File: config.mk
export PLATFORM = sky130hd
export DESIGN_NAME = greedy_activity_selector
export DESIGN_NICKNAME = d
export VERILOG_FILES = /design/src/hdl/gas_pkg.sv /design/src/hdl/gas_ram.sv /design/src/hdl/greedy_activity_selector.sv
export SDC_FILE = /design/constraint.sdc
export NUM_CORES = 2
export LEC_CHECK = 0
export BUFFER_PORTS_ARGS = -buffer_cell sky130_fd_sc_hd__buf_2
export CORE_MARGIN = 5
export CORE_UTILIZATION = 60
export DETAILED_ROUTE_END_ITERATION = 7
export GPL_ROUTABILITY_DRIVEN = 0
export HOLD_SLACK_MARGIN = 0.02
export PLACE_DENSITY = 0.86
export SLEW_MARGIN = 20
export SYNTH_ARGS = -nofsm -noshare
export SYNTH_HDL_FRONTEND = slang
export SYNTH_SLANG_ARGS = --single-unit
File: constraint.sdc
create_clock -name clk_i -period 5.6 [get_ports clk_i]
set_clock_uncertainty 0.15 [all_clocks]
set_input_delay 1.12 -clock clk_i [delete_from_list [all_inputs] [get_ports clk_i]]
set_output_delay 1.12 -clock clk_i [all_outputs]
set_load 0.005 [all_outputs]
File: src/hdl/gas_pkg.sv
// shared types and constants of the greedy activity selector
// no dependencies
package gas_pkg;

  // width of the running selection count on the result stream
  localparam int unsigned COUNT_W = 7;

  // controller states, one-hot
  typedef enum logic [4:0] {
    ST_LOAD   = 5'b00001,
    ST_SCAN   = 5'b00010,
    ST_DRAIN  = 5'b00100,
    ST_DECIDE = 5'b01000,
    ST_OUT    = 5'b10000
  } gas_state_e;

endpackage

File: src/hdl/gas_ram.sv
// generic single-port-write, single-port-read ram with registered read
// no dependencies
module gas_ram #(
  parameter int unsigned WIDTH = 32,
  parameter int unsigned DEPTH = 64,
  parameter int unsigned AW    = (DEPTH > 1) ? $clog2(DEPTH) : 1
) (
  input  logic             clk_i,
  input  logic             we_i,
  input  logic [AW-1:0]    waddr_i,
  input  logic [WIDTH-1:0] wdata_i,
  input  logic             re_i,
  input  logic [AW-1:0]    raddr_i,
  output logic [WIDTH-1:0] rdata_o
);

  logic [WIDTH-1:0] mem_q [DEPTH];

  // write port
  always_ff @(posedge clk_i) begin
    if (we_i) begin
      mem_q[waddr_i] <= wdata_i;
    end
  end

  // registered read port
  always_ff @(posedge clk_i) begin
    if (re_i) begin
      rdata_o <= mem_q[raddr_i];
    end
  end

endmodule

File: src/hdl/greedy_activity_selector.sv
// greedy activity selector: while loading, takes one activity per cycle into a ram
// in arrival order. at batch end each selection is one pass over the n stored entries,
// looking for the earliest-finish entry after the last taken one that starts in time.
// the next pass starts only once the pending result is taken, so output stalls hold it up.
// reset (async, active low) empties the batch; the ram needs no clearing.
// depends on gas_pkg and gas_ram
module greedy_activity_selector
  import gas_pkg::*;
#(
  parameter int unsigned MAX_ACTIVITIES = 64,
  parameter int unsigned TIME_BITS      = 16
) (
  input  logic clk_i,
  input  logic rst_ni,
  input  logic s_axis_tvalid_i,
  output logic s_axis_tready_o,
  // start_time, finish_time
  input  logic [((2*TIME_BITS+7)/8)*8-1:0] s_axis_tdata_i,
  input  logic s_axis_tlast_i,
  output logic m_axis_tvalid_o,
  input  logic m_axis_tready_i,
  // chosen_start, chosen_finish, chosen_count
  output logic [((2*TIME_BITS+COUNT_W+7)/8)*8-1:0] m_axis_tdata_o,
  // overflow
  output logic [0:0] m_axis_tuser_o,
  output logic m_axis_tlast_o
);

  localparam int unsigned AW    = (MAX_ACTIVITIES > 1) ? $clog2(MAX_ACTIVITIES) : 1;
  localparam int unsigned CW    = $clog2(MAX_ACTIVITIES + 1);
  localparam int unsigned OUT_W = ((2*TIME_BITS+COUNT_W+7)/8)*8;

  gas_state_e state_q, state_d;

  logic [CW-1:0]        cnt_q;
  logic                 dropped_q;
  logic [AW-1:0]        ptr_q;
  logic                 rd_valid_q;
  logic [AW-1:0]        rd_idx_q;
  logic                 cand_found_q;
  logic [AW-1:0]        cand_idx_q;
  logic [TIME_BITS-1:0] cand_start_q, cand_finish_q;
  logic                 have_held_q;
  logic [AW-1:0]        held_idx_q;
  logic [TIME_BITS-1:0] held_start_q, held_finish_q;
  logic [COUNT_W-1:0]   held_cnt_q;
  logic                 out_valid_q, out_last_q, out_ovf_q;
  logic [TIME_BITS-1:0] out_start_q, out_finish_q;
  logic [COUNT_W-1:0]   out_cnt_q;

  logic                   in_acc, out_acc, room, we, re, last_issue;
  logic [2*TIME_BITS-1:0] rdata;
  logic [TIME_BITS-1:0]   rd_start, rd_finish;
  logic                   after_held, fits, better;

  assign in_acc = s_axis_tvalid_i && s_axis_tready_o;
  assign out_acc = out_valid_q && m_axis_tready_i;
  assign s_axis_tready_o = (state_q == ST_LOAD);
  assign room = (cnt_q < CW'(MAX_ACTIVITIES));
  assign we = in_acc && room;
  assign re = (state_q == ST_SCAN);
  assign last_issue = ((CW'(ptr_q) + CW'(1)) == cnt_q);

  gas_ram #(
    .WIDTH(2*TIME_BITS),
    .DEPTH(MAX_ACTIVITIES),
    .AW   (AW)
  ) u_slots (
    .clk_i  (clk_i),
    .we_i   (we),
    .waddr_i(cnt_q[AW-1:0]),
    .wdata_i(s_axis_tdata_i[2*TIME_BITS-1:0]),
    .re_i   (re),
    .raddr_i(ptr_q),
    .rdata_o(rdata)
  );

  assign rd_start  = rdata[TIME_BITS-1:0];
  assign rd_finish = rdata[2*TIME_BITS-1:TIME_BITS];

  // entry qualifies if none is held yet, or it sorts after the held one and starts at or after its finish
  assign after_held = (rd_finish > held_finish_q) ||
                      ((rd_finish == held_finish_q) && (rd_idx_q > held_idx_q));
  assign fits = !have_held_q || (after_held && (rd_start >= held_finish_q));
  // scan runs in index order, so a strict finish compare keeps ties stable
  assign better = !cand_found_q || (rd_finish < cand_finish_q);

  // next state
  always_comb begin
    state_d = state_q;
    case (state_q)
      ST_LOAD: begin
        if (in_acc && s_axis_tlast_i) state_d = ST_SCAN;
      end
      ST_SCAN: begin
        if (last_issue) state_d = ST_DRAIN;
      end
      ST_DRAIN: state_d = ST_DECIDE;
      ST_DECIDE: begin
        if (cand_found_q && !have_held_q) state_d = ST_SCAN;
        else state_d = ST_OUT;
      end
      ST_OUT: begin
        if (out_acc) state_d = out_last_q ? ST_LOAD : ST_SCAN;
      end
      default: state_d = ST_LOAD;
    endcase
  end

  // control registers
  always_ff @(posedge clk_i or negedge rst_ni) begin
    if (!rst_ni) begin
      state_q      <= ST_LOAD;
      cnt_q        <= '0;
      dropped_q    <= 1'b0;
      ptr_q        <= '0;
      rd_valid_q   <= 1'b0;
      cand_found_q <= 1'b0;
      have_held_q  <= 1'b0;
      held_cnt_q   <= '0;
      out_valid_q  <= 1'b0;
    end else begin
      state_q    <= state_d;
      rd_valid_q <= re;
      // loading
      if (in_acc) begin
        if (room) cnt_q <= cnt_q + CW'(1);
        else dropped_q <= 1'b1;
        if (s_axis_tlast_i) begin
          ptr_q       <= '0;
          have_held_q <= 1'b0;
          held_cnt_q  <= '0;
        end
      end
      // read issue
      if (re) begin
        ptr_q <= last_issue ? '0 : ptr_q + AW'(1);
        if (ptr_q == '0) cand_found_q <= 1'b0;
      end
      // candidate search on returned data
      if (rd_valid_q && fits && better) cand_found_q <= 1'b1;
      // decision at end of pass
      if (state_q == ST_DECIDE) begin
        if (cand_found_q) begin
          have_held_q <= 1'b1;
          held_cnt_q  <= held_cnt_q + COUNT_W'(1);
        end
        if (have_held_q) out_valid_q <= 1'b1;
      end
      // result handoff ends the batch when it was the last one
      if (out_acc) begin
        out_valid_q <= 1'b0;
        if (out_last_q) begin
          cnt_q     <= '0;
          dropped_q <= 1'b0;
        end
      end
    end
  end

  // payload registers
  always_ff @(posedge clk_i) begin
    if (re) rd_idx_q <= ptr_q;
    if (rd_valid_q && fits && better) begin
      cand_idx_q    <= rd_idx_q;
      cand_start_q  <= rd_start;
      cand_finish_q <= rd_finish;
    end
    if (state_q == ST_DECIDE) begin
      out_start_q  <= held_start_q;
      out_finish_q <= held_finish_q;
      out_cnt_q    <= held_cnt_q;
      out_ovf_q    <= dropped_q;
      out_last_q   <= !cand_found_q;
      if (cand_found_q) begin
        held_idx_q    <= cand_idx_q;
        held_start_q  <= cand_start_q;
        held_finish_q <= cand_finish_q;
      end
    end
  end

  // output stream
  assign m_axis_tvalid_o = out_valid_q;
  assign m_axis_tdata_o  = OUT_W'({out_cnt_q, out_finish_q, out_start_q});
  assign m_axis_tuser_o  = out_ovf_q;
  assign m_axis_tlast_o  = out_last_q;

endmodule

==> key figures <==
Clock network
  – Clock Sinks: 2,233
  – Clock buffer depth: 3
  – Post_cts resized: 0
  – H-tree Lvls: 4
  – Cts hold-fix bufs: 0
  – Root Driver: clkbuf_16
  – CTS tree: yes
  – Cts bufs inserted: 204
  – Clock latency on the worst-skew pair: 0.86 ns
  – Buffer count from post-CTS setup fixing: 0
  – Reg clk slew, reported paths: 0.07 ns

Global route
  – Pin count of the biggest net entering global routing: 88
  – Gr ovfl total: 0
  – First-pass GRT wire length: 355 mm
  – GRT Total Usage: 0.339
  – Vias in the first global route: 45,800
  – Initial antenna violation count: 27

Finish
  – Area grow syn2layout: 12.2%
  – Commonest non-fill, non-tap cells in the layout: 2,203 x edfxtp_1, 479 x mux4_2, 207 x clkbuf_16
  – Final Instance Count excl. Fillers: 6,155
  – Commonest non-fill, non-tap cell in the layout: edfxtp_1
  – Fin nets: 4,161
  – Share of layout cells above drive strength 1: 0.264

Timing
  – Final period util: 0.799
  – Minimum hold slack: 0.205 ns
  – Crit path time final: 4.47 ns
  – PnR worst setup slack: 1.13 ns
  – Slew @ Worst Pin: 1.36 ns
  – Worst slew margin: 0.0950
  – Achievable frequency: 224 MHz
  – Final setup TNS: 0 ns
  – Final Max Tran Viols: 0
  – Final hold vios: 0
  – RSZ-0062 raised after global routing: no
  – Final setup fails: 0

Worst setup path
  – Slowest cell on the critical path: dfrtp_4
  – Buf+Inv Stages, Crit Path: 1
  – CP delay by family, top: compound AO/OA/AOI/OAI gates
  – CP Class: reg2reg
  – Critical path launch point: ptr_q[0]
  – Delay of the slowest critical-path stage: 1.05 ns
  – Reg-to-Reg Start: ptr_q[0]
  – Critical Path Sink Type: flip-flop
  – Arr. time, crit path: 4.94 ns
  – CP cell instances: buf_4 -> mux4_2 -> a22o_1 -> a221oi_1 -> o22ai_1 -> or3_1
  – Crit Path Max Fanout: 25
  – Crit start category: flip-flop
  – WP data required: 6.06 ns

Detailed routing
  – Residual DRC count: 126
  – DR vias: 46,700
  – Remaining antenna violation count: 0
  – Total Wirelength: 254 mm
  – DR iter-0 viols: 9,592
  – Drt wl/cell: 41.2 microns
  – DR pass1 iterations: 8
  – Vias per std cell: 7.60

Die
  – Die W: 388 microns
  – Die area: 150,000 sq um
  – Initial core utilization: 0.604
  – # rows: 138
  – Ports: 81
  – Core box area: 142,000 sq um
  – Die Ht: 388 microns

Logic synthesis
  – Yosys warns: 0
  – Sequential-to-total area share from yosys stat: 0.782
  – Synth area leaders: edfxtp_1 77%, mux4_2 13%, mux2i_1 1.2%
  – Netlist cell types: 64
  – Yosys top cell area share: 0.773
  – Top_reg_cell synth: edfxtp_1
  – #FFs+latches synth: 2,233
  – Post-synth EDFFs: 2,203
  – Synthesized area per cell: 22.5 sq um
  – Ys async rst share: 0.0134
  – Syn Nets: 3,898
  – Mapped Area: 85,500 sq um
  – Syn Inst Count: 3,804
  – Largest area contributor in the netlist: edfxtp_1

Power and ir drop
  – Leak: 30.0 nW
  – Peak VDD IR: 0.315 mV
  – PwrDens: 458 nW/um^2

Run status
  – Outcome: finished, violations left
  – Failing checks: design-rule violations

Placed design
  – Dpl cells: 5,747
  – Pre-CTS setup slack: 1.63 ns
  – Port Buffers: 79
  – Detail Placement HPWL: 133 mm

Run
  – Max Cap Viol: 0

Min path
  – HP Class: in2async
[where the power goes]
part           switching [mW]  total (mW)  internal, mW  leakage (nW)
Clock                    6.34        14.3          8.00          3.28
Sequential              0.501        19.2          18.7          20.2
Combinational            6.51        10.4          3.89          6.55
[metal layers]
metal,vias to the layer above,global-route usage,share of wire
met5,-,0.0140,0.00094
met4,14,0.201,0.083
met3,1265,0.133,0.16
met2,5323,0.506,0.45
met1,23400,0.424,0.30
li1,16700,-,-
[through the flow]
stage	area [sq um]	utilization	total power, mW
6_report	96000	0.678	43.9
2_1_floorplan	85500	-	25.5
4_1_cts	95800	0.677	43.3
3_3_place_gp	89000	0.629	28.6
5_1_grt	95900	0.677	44.8
3_5_place_dp	89000	0.629	28.9
[Yosys cell counts (8+ instances only)]
cell / n
edfxtp_1: 2203
mux4_2: 479
nor2_1: 110
mux2i_1: 101
o22ai_1: 100
nand2_1: 62
clkbuf_1: 60
ha_1: 57
a21oi_1: 53
inv_1: 46
a22oi_1: 44
buf_2: 37
nor3_1: 33
dfrtp_1: 29
buf_4: 28
buf_6: 28
o21ai_0: 28
mux4_1: 27
a221oi_1: 26
buf_1: 26
a22o_1: 21
nand3_1: 19
or4_1: 19
or3_1: 15
nand2b_1: 14
nand4_1: 13
xor2_1: 10
o32ai_1: 9
nor2b_1: 8
[path summary, 6_finish.rpt]
path                                       endpoint  slack (ns)  cells after the start
worst min register to register      out_start_q[10]        0.27                      0
worst min-delay path                    have_held_q        0.21                      1
min in group clk_i                  out_start_q[10]        0.27                      0
max in group asynchronous                  ptr_q[2]        4.51                      1
worst max register to register  u_slots.rdata_o[22]        1.13                      6
worst max-delay path            u_slots.rdata_o[22]        1.13                      6
[state kept, by name, indices dropped and copies added (netlist names), 5 cells and up]
signal           cells
cand_idx_q           6
held_start_q        16
cand_start_q        16
cand_finish_q       16
u_slots.rdata_o     32
held_cnt_q           7
out_cnt_q            7
held_idx_q           6
out_finish_q        16
out_start_q         16
ptr_q                6
cnt_q                7
held_finish_q       16
state_q              5
rd_idx_q             6
u_slots.mem_q     2048
[logic make-up (layout without fill, tap and decap cells)]
logic type / after synthesis / count (layout) / synth area share
compound gates: 324 / 324 / 0.0259
simple gates: 325 / 325 / 0.0185
other cells: 1 / 25 / 0.0000438
xor+xnor: 17 / 17 / 0.00190
flops: 2233 / 2233 / 0.782
buf+inv: 238 / 675 / 0.0166
fa+ha+maj: 57 / 57 / 0.00834
mux: 609 / 609 / 0.147
[area by class of cell]
type	count	area, sq um
Timing Repair Buffer	248	1930
Tap cell	1890	2360
Clock inverter	135	1420
Clock buffer	245	5350
Multi-Input combinational cell	1333	17700
Sequential cell	2233	66900
Fill cell	7732	45600
Inverter	47	179
Antenna cell	24	60.1
Power figures use the tool's default switching activity.
